<file path="src/rtl/qdpa_pkg.sv">
// ----------------------------------------------------------------------------
// qdpa_pkg: shared types and constants
// Widths, register indexes, sequencer states and the control bundle of the
// quantized dot-product accumulator.
// ----------------------------------------------------------------------------
package qdpa_pkg;

	localparam int DATA_W     = 8;    // quantized element and zero point width
	localparam int DIFF_W     = DATA_W + 1;  // value minus zero point
	localparam int SCALE_W    = 22;   // fixed-point scale width
	localparam int DEQ_W      = DIFF_W + SCALE_W;  // dequantized value, signed
	localparam int MUL_W      = 32;   // shared multiplier operand width
	localparam int PROD_W     = 2 * MUL_W;
	localparam int TERM_SHIFT = 16;   // fraction bits dropped from the product
	localparam int SUM_W      = 32;   // running sum and result width
	localparam int LIMIT_LOG2 = 30;
	localparam int CFG_IDX_W  = 3;
	localparam int CFG_DATA_W = SCALE_W;

	// The clamp bound as a full product-width signed constant.
	localparam logic signed [PROD_W-1:0] SUM_LIMIT = PROD_W'(1) << LIMIT_LOG2;

	typedef enum logic [CFG_IDX_W-1:0] {
		REG_ZERO_POINT_A = 3'd0,
		REG_SCALE_A      = 3'd1,
		REG_ZERO_POINT_B = 3'd2,
		REG_SCALE_B      = 3'd3
	} cfg_reg_t;

	typedef enum logic [4:0] {
		ST_IDLE  = 5'b00001,
		ST_MUL_A = 5'b00010,
		ST_MUL_B = 5'b00100,
		ST_MUL_P = 5'b01000,
		ST_ACC   = 5'b10000
	} state_t;

	typedef enum logic [1:0] {
		SEL_NONE = 2'd0,
		SEL_DEQ_A = 2'd1,
		SEL_DEQ_B = 2'd2,
		SEL_PROD = 2'd3
	} mul_sel_t;

	typedef struct packed {
		logic     in_ready;  // sequencer is idle and takes a request
		logic     mul_en;    // load the multiplier output register
		mul_sel_t sel;       // operand pair for the multiplier
		logic     save_deq;  // keep the first dequantized value
		logic     acc_en;    // fold the term into the running sum
	} ctrl_t;

endpackage

</file>
<file path="src/rtl/qdpa_mult.sv">
// ----------------------------------------------------------------------------
// qdpa_mult: shared signed multiplier
// One 32x32 signed multiplier with a registered product, reused for all three
// multiplications of an element pair.
// ----------------------------------------------------------------------------
module qdpa_mult (
	input  logic                                   clk,
	input  logic                                   en,
	input  logic signed [qdpa_pkg::MUL_W-1:0]      op_a,
	input  logic signed [qdpa_pkg::MUL_W-1:0]      op_b,
	output logic signed [qdpa_pkg::PROD_W-1:0]     prod
);
	import qdpa_pkg::*;

	logic signed [PROD_W-1:0] prod_q;

	always_ff @(posedge clk) begin
		if (en) begin
			prod_q <= PROD_W'(op_a) * PROD_W'(op_b);
		end
	end

	assign prod = prod_q;

endmodule

</file>
<file path="src/rtl/qdpa_seq.sv">
// ----------------------------------------------------------------------------
// qdpa_seq: element sequencer
// Steps one element pair through the three multiplier passes and the
// accumulate step.
// ----------------------------------------------------------------------------
module qdpa_seq (
	input  logic            clk,
	input  logic            arst_n,
	input  logic            in_valid,
	input  logic            acc_hold,
	output qdpa_pkg::ctrl_t ctrl
);
	import qdpa_pkg::*;

	state_t state_q;
	state_t state_d;

	always_ff @(posedge clk or negedge arst_n) begin
		if (!arst_n) begin
			state_q <= ST_IDLE;
		end else begin
			state_q <= state_d;
		end
	end

	always_comb begin
		state_d       = state_q;
		ctrl.in_ready = 1'b0;
		ctrl.mul_en   = 1'b0;
		ctrl.sel      = SEL_NONE;
		ctrl.save_deq = 1'b0;
		ctrl.acc_en   = 1'b0;
		unique case (state_q)
			ST_IDLE: begin
				ctrl.in_ready = 1'b1;
				if (in_valid) begin
					state_d = ST_MUL_A;
				end
			end
			ST_MUL_A: begin
				ctrl.mul_en = 1'b1;
				ctrl.sel    = SEL_DEQ_A;
				state_d     = ST_MUL_B;
			end
			ST_MUL_B: begin
				ctrl.mul_en   = 1'b1;
				ctrl.sel      = SEL_DEQ_B;
				ctrl.save_deq = 1'b1;
				state_d       = ST_MUL_P;
			end
			ST_MUL_P: begin
				ctrl.mul_en = 1'b1;
				ctrl.sel    = SEL_PROD;
				state_d     = ST_ACC;
			end
			ST_ACC: begin
				// A last pair waits here while the previous result is unread.
				if (!acc_hold) begin
					ctrl.acc_en = 1'b1;
					state_d     = ST_IDLE;
				end
			end
			default: begin
				state_d = ST_IDLE;
			end
		endcase
	end

endmodule

</file>
<file path="src/rtl/quantized_dot_product_accumulator.sv">
// ----------------------------------------------------------------------------
// quantized_dot_product_accumulator: int8 quantized dot product
// A request's result is registered in the output register once the sequencer
// has taken it through three passes through the single shared 32x32
// multiplier and one accumulate step; a new pair is taken only when the
// sequencer is back in idle. For a last pair the accumulate step stretches
// while a previous result waits. Reset clears the configuration registers,
// the running sum, the sequencer state and the output valid flag.
// ----------------------------------------------------------------------------
module quantized_dot_product_accumulator (
	input  logic                                  clk,
	input  logic                                  arst_n,
	// Configuration write port.
	input  logic                                  cfg_we,
	input  logic [qdpa_pkg::CFG_IDX_W-1:0]        cfg_index,
	input  logic [qdpa_pkg::CFG_DATA_W-1:0]       cfg_data,
	// Element pair requests.
	input  logic                                  in_valid,
	output logic                                  in_ready,
	input  logic signed [qdpa_pkg::DATA_W-1:0]    a_value,
	input  logic signed [qdpa_pkg::DATA_W-1:0]    b_value,
	input  logic                                  last_element,
	// Dot product results.
	output logic                                  out_valid,
	input  logic                                  out_ready,
	output logic signed [qdpa_pkg::SUM_W-1:0]     dot_sum
);
	import qdpa_pkg::*;

	// Configuration registers.
	logic signed [DATA_W-1:0]  zero_point_a_q;
	logic        [SCALE_W-1:0] scale_a_q;
	logic signed [DATA_W-1:0]  zero_point_b_q;
	logic        [SCALE_W-1:0] scale_b_q;

	// Per-request operands captured at acceptance, and the first dequantized value.
	logic signed [DIFF_W-1:0] da_q;
	logic signed [DIFF_W-1:0] db_q;
	logic                     last_q;
	logic signed [DEQ_W-1:0]  deq_a_q;

	logic signed [SUM_W-1:0]  running_sum_q;
	logic                     out_valid_q;
	logic signed [SUM_W-1:0]  dot_sum_q;

	ctrl_t                    ctrl;
	logic                     acc_hold;
	logic                     in_fire;
	logic                     out_fire;
	logic signed [MUL_W-1:0]  op_a;
	logic signed [MUL_W-1:0]  op_b;
	logic signed [PROD_W-1:0] prod;
	logic signed [PROD_W-1:0] term;
	logic signed [PROD_W-1:0] sum_wide;
	logic signed [SUM_W-1:0]  sum_clamped;

	assign in_ready  = ctrl.in_ready;
	assign in_fire   = in_valid && ctrl.in_ready;
	assign out_valid = out_valid_q;
	assign out_fire  = out_valid_q && out_ready;
	assign dot_sum   = dot_sum_q;

	// A last pair cannot complete while the output register holds an
	// unread result that is not being taken in this cycle.
	assign acc_hold = last_q && out_valid_q && !out_ready;

	// Configuration writes; indexes beyond the register list are ignored.
	always_ff @(posedge clk or negedge arst_n) begin
		if (!arst_n) begin
			zero_point_a_q <= '0;
			scale_a_q      <= '0;
			zero_point_b_q <= '0;
			scale_b_q      <= '0;
		end else if (cfg_we) begin
			unique case (cfg_index)
				REG_ZERO_POINT_A: zero_point_a_q <= cfg_data[DATA_W-1:0];
				REG_SCALE_A:      scale_a_q      <= cfg_data[SCALE_W-1:0];
				REG_ZERO_POINT_B: zero_point_b_q <= cfg_data[DATA_W-1:0];
				REG_SCALE_B:      scale_b_q      <= cfg_data[SCALE_W-1:0];
				default: begin
				end
			endcase
		end
	end

	// The zero points are removed as the request is taken, so the multiplier
	// passes see nine-bit signed differences.
	always_ff @(posedge clk) begin
		if (in_fire) begin
			da_q   <= DIFF_W'(a_value) - DIFF_W'(zero_point_a_q);
			db_q   <= DIFF_W'(b_value) - DIFF_W'(zero_point_b_q);
			last_q <= last_element;
		end
		if (ctrl.save_deq) begin
			deq_a_q <= prod[DEQ_W-1:0];
		end
	end

	// Operand selection for the shared multiplier. The first two passes
	// dequantize each element; the third multiplies the two dequantized
	// values, the second of which still sits in the product register.
	always_comb begin
		op_a = '0;
		op_b = '0;
		case (ctrl.sel)
			SEL_DEQ_A: begin
				op_a = MUL_W'(da_q);
				op_b = $signed({{(MUL_W-SCALE_W){1'b0}}, scale_a_q});
			end
			SEL_DEQ_B: begin
				op_a = MUL_W'(db_q);
				op_b = $signed({{(MUL_W-SCALE_W){1'b0}}, scale_b_q});
			end
			SEL_PROD: begin
				op_a = MUL_W'(deq_a_q);
				op_b = MUL_W'($signed(prod[DEQ_W-1:0]));
			end
			default: begin
				op_a = '0;
				op_b = '0;
			end
		endcase
	end

	qdpa_mult u_mult (
		.clk  (clk),
		.en   (ctrl.mul_en),
		.op_a (op_a),
		.op_b (op_b),
		.prod (prod)
	);

	qdpa_seq u_seq (
		.clk      (clk),
		.arst_n   (arst_n),
		.in_valid (in_valid),
		.acc_hold (acc_hold),
		.ctrl     (ctrl)
	);

	// The arithmetic shift floors the fixed-point product. The sum is formed
	// at full width so a large term saturates instead of wrapping.
	assign term     = prod >>> TERM_SHIFT;
	assign sum_wide = PROD_W'(running_sum_q) + term;

	always_comb begin
		if (sum_wide > SUM_LIMIT) begin
			sum_clamped = SUM_LIMIT[SUM_W-1:0];
		end else if (sum_wide < -SUM_LIMIT) begin
			sum_clamped = SUM_W'(-SUM_LIMIT);
		end else begin
			sum_clamped = sum_wide[SUM_W-1:0];
		end
	end

	// Accumulator and output register. A last pair sends the clamped sum to
	// the output and restarts the accumulation from zero. When the old result
	// is taken in the same cycle that a new one completes, the new one stays.
	always_ff @(posedge clk or negedge arst_n) begin
		if (!arst_n) begin
			running_sum_q <= '0;
			out_valid_q   <= 1'b0;
		end else begin
			if (ctrl.acc_en && last_q) begin
				out_valid_q <= 1'b1;
			end else if (out_fire) begin
				out_valid_q <= 1'b0;
			end
			if (ctrl.acc_en) begin
				if (last_q) begin
					running_sum_q <= '0;
				end else begin
					running_sum_q <= sum_clamped;
				end
			end
		end
	end

	always_ff @(posedge clk) begin
		if (ctrl.acc_en && last_q) begin
			dot_sum_q <= sum_clamped;
		end
	end

	// The running sum never leaves the clamp range.
	a_sum_range: assert property (@(posedge clk) disable iff (!arst_n)
		(running_sum_q <= SUM_W'(SUM_LIMIT)) &&
		(running_sum_q >= SUM_W'(-SUM_LIMIT)))
		else $error("running sum outside clamp range");

	// After a request is taken the block stays busy for the multiplier passes.
	a_busy_after_accept: assert property (@(posedge clk) disable iff (!arst_n)
		in_fire |=> !in_ready ##1 !in_ready ##1 !in_ready)
		else $error("request accepted during multiplier passes");

	// Completing a last pair emits a result and clears the accumulator.
	a_last_clears: assert property (@(posedge clk) disable iff (!arst_n)
		(ctrl.acc_en && last_q) |=> (out_valid && running_sum_q == '0))
		else $error("last pair did not emit and clear");

	// A pending result is never overwritten before it is taken.
	a_no_overwrite: assert property (@(posedge clk) disable iff (!arst_n)
		(out_valid && !out_ready) |-> !(ctrl.acc_en && last_q))
		else $error("pending result overwritten");

endmodule

</file>
<file path="config.mk">
export PLATFORM = sky130hd
export DESIGN_NAME = quantized_dot_product_accumulator
export DESIGN_NICKNAME = d
export VERILOG_FILES = /design/src/rtl/qdpa_pkg.sv /design/src/rtl/qdpa_mult.sv /design/src/rtl/qdpa_seq.sv /design/src/rtl/quantized_dot_product_accumulator.sv
export SDC_FILE = /design/constraint.sdc
export NUM_CORES = 2
export LEC_CHECK = 0
export BUFFER_PORTS_ARGS = -buffer_cell sky130_fd_sc_hd__buf_4
export CAP_MARGIN = 20
export CORE_MARGIN = 2
export CORE_UTILIZATION = 45
export CTS_CLUSTER_DIAMETER = 150
export DETAILED_ROUTE_END_ITERATION = 8
export SYNTH_ARGS = -nofsm -noshare
export SYNTH_HDL_FRONTEND = slang
export SYNTH_SLANG_ARGS = --single-unit
</file>
<file path="constraint.sdc">
create_clock -name clk -period 12.1 [get_ports clk]
set_clock_uncertainty 0.15 [all_clocks]
set_input_delay 2.42 -clock clk [delete_from_list [all_inputs] [get_ports clk]]
set_output_delay 2.42 -clock clk [all_outputs]
set_load 0.05 [all_outputs]
</file>
# After elaboration in Yosys (flattened, before gate mapping)
# Index checks and enable logic that the tools add are counted.
[word_totals]
reg_bits = 244
latch_bits = 0
ram_bits = 0
mem_bits_ro = 0
inputBits = 47
out_inout_bits = 34
elab_cells = 60
memories = 0
[op_classes]
add_sub_neg = 3
n_mul = 1
div = 0
magnitude_cmp = 2
eq_ne = 13
n_shift = 0
muxes = 15
bitwise = 0
n_reduce_logical = 13
[ops]
columns = ["op", "n"]
rows = [
  ["$pmux W32 S3", 2],
  ["$mux W32", 3],
  ["$mul A32 B32 Y64", 1],
  ["$add A32 B48 Y49", 1],
  ["$gt A49 B32 Y1 const B", 1],
  ["$lt A49 B31 Y1 const B", 1],
  ["$pmux W5 S5", 1],
  ["$sub A8 B8 Y9", 2],
  ["$mux W5", 2],
  ["$reduce_and A2 Y1", 5],
  ["$pmux W3 S3", 1],
  ["$eq A3 B2 Y1 const B", 2],
  ["$mux W1", 6],
  ["$eq A5 B1 Y1 const B", 1],
  ["$eq A5 B2 Y1 const B", 1],
  ["$eq A5 B3 Y1 const B", 1],
  ["$eq A5 B4 Y1 const B", 1],
  ["$eq A5 B5 Y1 const B", 1],
  ["$logic_and A1 B1 Y1", 5],
  ["$eq A2 B2 Y1 const B", 2],
  ["$ne A2 B2 Y1 const B", 2],
  ["$eq A3 B1 Y1 const B", 1],
  ["$logic_not A3 Y1", 1],
  ["$eq A2 B1 Y1 const B", 1],
  ["other kinds (2)", 2],
]

# Logic depth before layout (Yosys ltp)
[logic_depth]
word_depth = 6
depth_mapped = 38
depth_no_buf = 33

# By module
# A second synthesis with hierarchy kept.
[hier_totals]
cells_unflattened = 5114
hier_area_um2 = 49861.6
[modules_own_cells]
columns = ["mod", "instances", "cells_each", "area_per_inst_um2", "seq_area_each_um2"]
rows = [
  ["qdpa_mult", 1, 3915, 37965.2, 1921.8],
  ["quantized_dot_product_accumulator", 1, 1166, 11587.4, 4789.6],
  ["qdpa_seq", 1, 33, 309.0, 126.4],
]

# Worst setup path before layout
# No wires, ideal clock.
[synth_path]
path_type = "reg-to-reg"
start = "register u_seq.state_q[3]"
end = "register u_mult.prod_q[58], in the netlist u_mult.prod[58] (data pin)"
setup_ns = 0.259
t_arrival_ns = 10.362
required_ns = 11.691
path_slack_ns = 1.329
stages_incl_launch_ff = 33
n_path_buf = 3
synth_period_minus_slack_ns = 10.771
path_cell_list = "dfrtp_1 > clkbuf_1 > or3_1 > nor3b_1 > nor3_1 > inv_1 > nand2_1 > clkbuf_1 > nor2_1 > fa_1 > fa_1 > fa_1 > inv_1 > fa_1 > inv_1 > fa_1 > fa_1 > fa_1 > inv_1 > fa_1 > inv_1 > ha_1 > clkbuf_1 > a21o_1 > a2111o_1 > a221oi_1 > nor2_1 > a211oi_1 > nor3_1 > a31o_2 > a211o_1 > o2111a_1 > a211o_1"
[synth_between]
elab_chain_cells = 5
word_cells_on_any_way = 10
classes_between = "mul: 1; eq/ne: 6; mux: 3"
[synth_rtl]
columns = ["item", "line", "text"]
rows = [
  ["from (decl)", "qdpa_seq.sv:15", "state_t state_q;"],
  ["from (signal assigned)", "qdpa_seq.sv:22", "state_q <= state_d;"],
  ["$eq A5 B4 Y1 (tied with other cells)", "qdpa_seq.sv:33", "unique case (state_q)"],
  ["$pmux W3 S3 (*)", "qdpa_seq.sv:33", ""],
  ["$eq A2 B2 Y1 / $eq A2 B1 Y1 (equally long branches)", "quantized_dot_product_accumulator.sv:105", "case (ctrl.sel)"],
  ["$pmux W32 S3", "quantized_dot_product_accumulator.sv:105", ""],
  ["$mul A32 B32 Y64 (*)", "qdpa_mult.sv:19", "prod_q <= PROD_W'(op_a) * PROD_W'(op_b);"],
  ["to (signal assigned)", "qdpa_mult.sv:19", ""],
  ["to (decl)", "qdpa_mult.sv:15", "logic signed [PROD_W-1:0] prod_q;"],
]
# Mark *: on every way between the ends. The rest lies on a longest branch, timed or not.
# A chain may end at the register's enable or synchronous reset.

# Worst setup path in the final report
[layout_path]
start = "register u_seq.state_q[1]"
end = "register u_mult.prod_q[58], in the netlist u_mult.prod[58] (data pin)"
# Same word-level chain as after synthesis.

==> load_flow_metrics.sql <==
INSERT INTO impl_metrics (metric_group, metric, value, unit) VALUES
('worst_setup_path', 'cp_data_required_time', '12.24', 'ns'),
('detailed_routing', 'post_detailed_route_via_to_cell_ratio', '5.68', ''),
('worst_setup_path', 'worst-path-stages', '32', ''),
('clock_network', 'clock_insertion_delay_worst_skew', '0.57', 'ns'),
('logic_synthesis', 'synth_sequential_area_ratio', '14.1', '%'),
('cells_and_area', 'diodes', '0', ''),
('place', 'gp_routability_congestion', '0.973', ''),
('timing', 'final.period_utilization', '92.6', '%'),
('floorplanning', 'number_of_primary_i_o_pins', '81', ''),
('global_routing', 'wire_length_of_the_first_global_routing_pass', '243000', 'um'),
('floorplanning', 'die_width', '332', 'um'),
('global_routing', 'grt_start_max_net_pins', '65', ''),
('timing', 'period_minus_slack', '11.20', 'ns'),
('detailed_routing', 'antenna_violating_nets_post_route', '0', ''),
('worst_setup_path', 'critPathMaxStageDelay', '0.62', 'ns'),
('worst_setup_path', 'ff2ff_path_depth', '32', ''),
('clock_network', 'cts_tree', 'built', ''),
('cells_and_area', 'design_area', '0.0518', 'mm2'),
('worst_setup_path', 'rr_endpoint', 'u_mult.prod[58]', ''),
('logic_synthesis', 'fraction_of_the_mapped_netlist_area_in_compound_gates', '8.50', '%'),
('logic_synthesis', 'syn_inst', '5166', ''),
('clock_network', 'postcts_setup_bufs', '0', ''),
('logic_synthesis', 'main_combinational_cell_family_by_area_after_synthesis', 'adder cells', ''),
('logic_synthesis', 'synthSimpleGateAreaFrac', '14.2', '%'),
('logic_synthesis', 'synth.ff_latch_count', '244', ''),
('status', 'run_status', 'completed', ''),
('logic_synthesis', 'most_repeated_cell_in_the_gate_level_netlist_after_synthesis', 'sky130_fd_sc_hd__fa_1', ''),
('worst_setup_path', 'setup.worst_path.end_class', 'flop', ''),
('timing', 'finalWorstSetupSlack', '0.900', 'ns'),
('logic_synthesis', 'asr_flop_ratio_synth', '40.2', '%'),
('timing', 'fin_tns_setup', '0', 'ns'),
('detailed_routing', 'dr.first_iter.drc_count', '3419', ''),
('global_routing', 'grt.total_usage', '29.4', '%'),
('global_routing', 'grt_pass1_vias', '38400', ''),
('logic_synthesis', 'synthesis.area', '0.0485', 'mm2'),
('place', 'buffer_ports.inserted', '80', ''),
('cells_and_area', 'area_used_by_multi_input_combinational_logic', '0.0370', 'mm2'),
('hold_path', 'holdCritStartpoint', 'u_mult.prod[5]', ''),
('floorplanning', 'placementRows', '120', ''),
('timing', 'finalHoldViolations', '0', ''),
('detailed_routing', 'drtPass1Iterations', '6', ''),
('logic_synthesis', 'synth_top_area_cell', 'sky130_fd_sc_hd__fa_1', ''),
('timing', 'finalMaxSlewViolations', '0', ''),
('logic_synthesis', 'yosys-mux-area-fraction', '1.26', '%'),
('cells_and_area', 'layout.nets', '6497', ''),
('worst_setup_path', 'critical_path_peak_fanout', '37', ''),
('hold_path', 'min_path_type', 'flop to flop', ''),
('clock_network', 'post_cts_hold_buffer_count', '0', ''),
('place', 'placedInstanceArea', '0.0509', 'mm2'),
('cells_and_area', 'areaGrowthSynthToFinish', '6.72', '%'),
('floorplanning', 'die_area', '0.110', 'mm2'),
('logic_synthesis', 'synth_common_cells', '1063 x sky130_fd_sc_hd__fa_1, 990 x sky130_fd_sc_hd__inv_1, 667 x sky130_fd_sc_hd__nand2_1, 609 x sky130_fd_sc_hd__nor2_1, 248 x sky130_fd_sc_hd__ha_1', ''),
('detailed_routing', 'route.detailed.wl_per_inst', '24.4', 'um'),
('logic_synthesis', 'number_of_nets_produced_by_synthesis', '6524', ''),
('worst_setup_path', 'crit_path_top_delay_cell', 'sky130_fd_sc_hd__a211oi_1', ''),
('floorplanning', 'dieHeight', '332', 'um'),
('logic_synthesis', 'synth_top_area_share', '43.8', '%'),
('timing', 'finalSetupViolations', '0', ''),
('worst_setup_path', 'critPathTopFamily', 'adder cells', ''),
('floorplanning', 'starting_density', '45.3', '%'),
('logic_synthesis', 'synth_area_per_cell', '9.39', 'um2'),
('clock_network', 'numCtsBuffers', '26', ''),
('logic_synthesis', 'ys_top_cells_by_area', 'sky130_fd_sc_hd__fa_1 44%, sky130_fd_sc_hd__edfxtp_1 9.0%, sky130_fd_sc_hd__inv_1 7.7%', ''),
('cells_and_area', 'n_fill_cell', '10200', ''),
('detailed_routing', 'routed_wirelength', '160000', 'um'),
('clock_network', 'cts.sink_count', '244', ''),
('worst_setup_path', 'critical_path_buf_inv_count', '7', ''),
('logic_synthesis', 'post_synth_fa_ha_maj_area_fraction', '50.2', '%'),
('worst_setup_path', 'path_common_cell', 'sky130_fd_sc_hd__fa_1', ''),
('worst_setup_path', 'reg2reg_setup_slack', '0.90', 'ns'),
('clock_network', 'cts_resized', '0', '');
## placed cells by master (no fill, tap or decap), types with 26 or more instances in the layout
master,count
sky130_fd_sc_hd__a21o_1,82
sky130_fd_sc_hd__a21oi_1,160
sky130_fd_sc_hd__and2_1,34
sky130_fd_sc_hd__buf_4,208
sky130_fd_sc_hd__clkbuf_16,26
sky130_fd_sc_hd__dfrtp_1,97
sky130_fd_sc_hd__edfxtp_1,146
sky130_fd_sc_hd__fa_1,1063
sky130_fd_sc_hd__ha_1,248
sky130_fd_sc_hd__inv_1,989
sky130_fd_sc_hd__mux2_2,48
sky130_fd_sc_hd__nand2_1,666
sky130_fd_sc_hd__nand2b_1,33
sky130_fd_sc_hd__nand3_1,44
sky130_fd_sc_hd__nand4_1,47
sky130_fd_sc_hd__nor2_1,607
sky130_fd_sc_hd__nor3_1,30
sky130_fd_sc_hd__o21ai_0,91
sky130_fd_sc_hd__xnor2_1,59
sky130_fd_sc_hd__xor2_1,43
## layer usage
| metal | GRT usage (%) | part of all wire [%] | up-vias |
|---|---|---|---|
| met5 | 0 | 0.019 | - |
| li1 | - | - | 15900 |
| met3 | 6.20 | 9.7 | 376 |
| met1 | 40.3 | 40 | 19100 |
| met2 | 45.4 | 45 | 1826 |
| met4 | 12.3 | 5.3 | 4 |
## area by class of cell
| type | count | area share, % |
|---|---|---|
| repair buffers | 209 | 3.07 |
| flip-flops and latches | 244 | 13.2 |
| clock buffers | 30 | 1.30 |
| clock inverters | 17 | 0.459 |
| well taps | 1403 | 3.39 |
| multi-input cells | 3668 | 71.4 |
| inverters | 990 | 7.17 |
## power breakdown
group	internal, mW	switching [mW]	total, mW
logic	0.809	1.81	2.62
registers	1.08	0.109	1.19
clock network	0.509	0.357	0.866
## state kept, by name, indices dropped and copies added, names as in the netlist
signal / count
dot_sum: 32
zero_point_a_q: 8
running_sum_q: 32
out_valid: 1
u_seq.state_q: 5
db_q: 9
scale_b_q: 22
zero_point_b_q: 8
u_mult.prod: 64
last_q: 1
deq_a_q: 31
da_q: 9
scale_a_q: 22
## worst reg2reg max path: cells and delay by family, from the launching register on
kind / cells / cell delay [ns]
simple gates: 6 / 1.85
fa+ha+maj: 9 / 4.37
buf+inv: 7 / 1.12
compound gates: 10 / 3.08
flops: 1 / 0.40
## cells by family (layout without fill, tap and decap cells)
kind of cell             count (synthesis)  in the layout
AND/OR/NAND/NOR                       1598           1598
XOR/XNOR                               102            102
flip-flops                             244            244
buffers and inverters                 1254           1246
AO/OA/AOI/OAI                          602            602
multiplexers                            55             55
adder cells (fa/ha/maj)               1311           1311
## worst min-delay path by stage
stage	to	cells after the start
2_1_floorplan	deq_a_q[12]	0
3_3_place_gp	deq_a_q[6]	0
3_5_place_dp	deq_a_q[3]	0
4_1_cts	deq_a_q[3]	0
5_1_grt	deq_a_q[5]	0
6_report	deq_a_q[5]	0
## metrics by stage
step / hold WS [ns] / cells / total power, mW / utilization (%)
detailed placement: 0.286 / 6513 / 3.76 / 47.5
CTS: 0.304 / 6560 / 4.64 / 48.4
finish: 0.306 / 6561 / 4.68 / 48.4
global placement: 0.280 / 6513 / 3.74 / 47.5
global route: 0.318 / 6561 / 4.92 / 48.4
floorplan: 0.277 / 5166 / 2.75 / -
No activity file was read; power rests on OpenSTA's default activity.
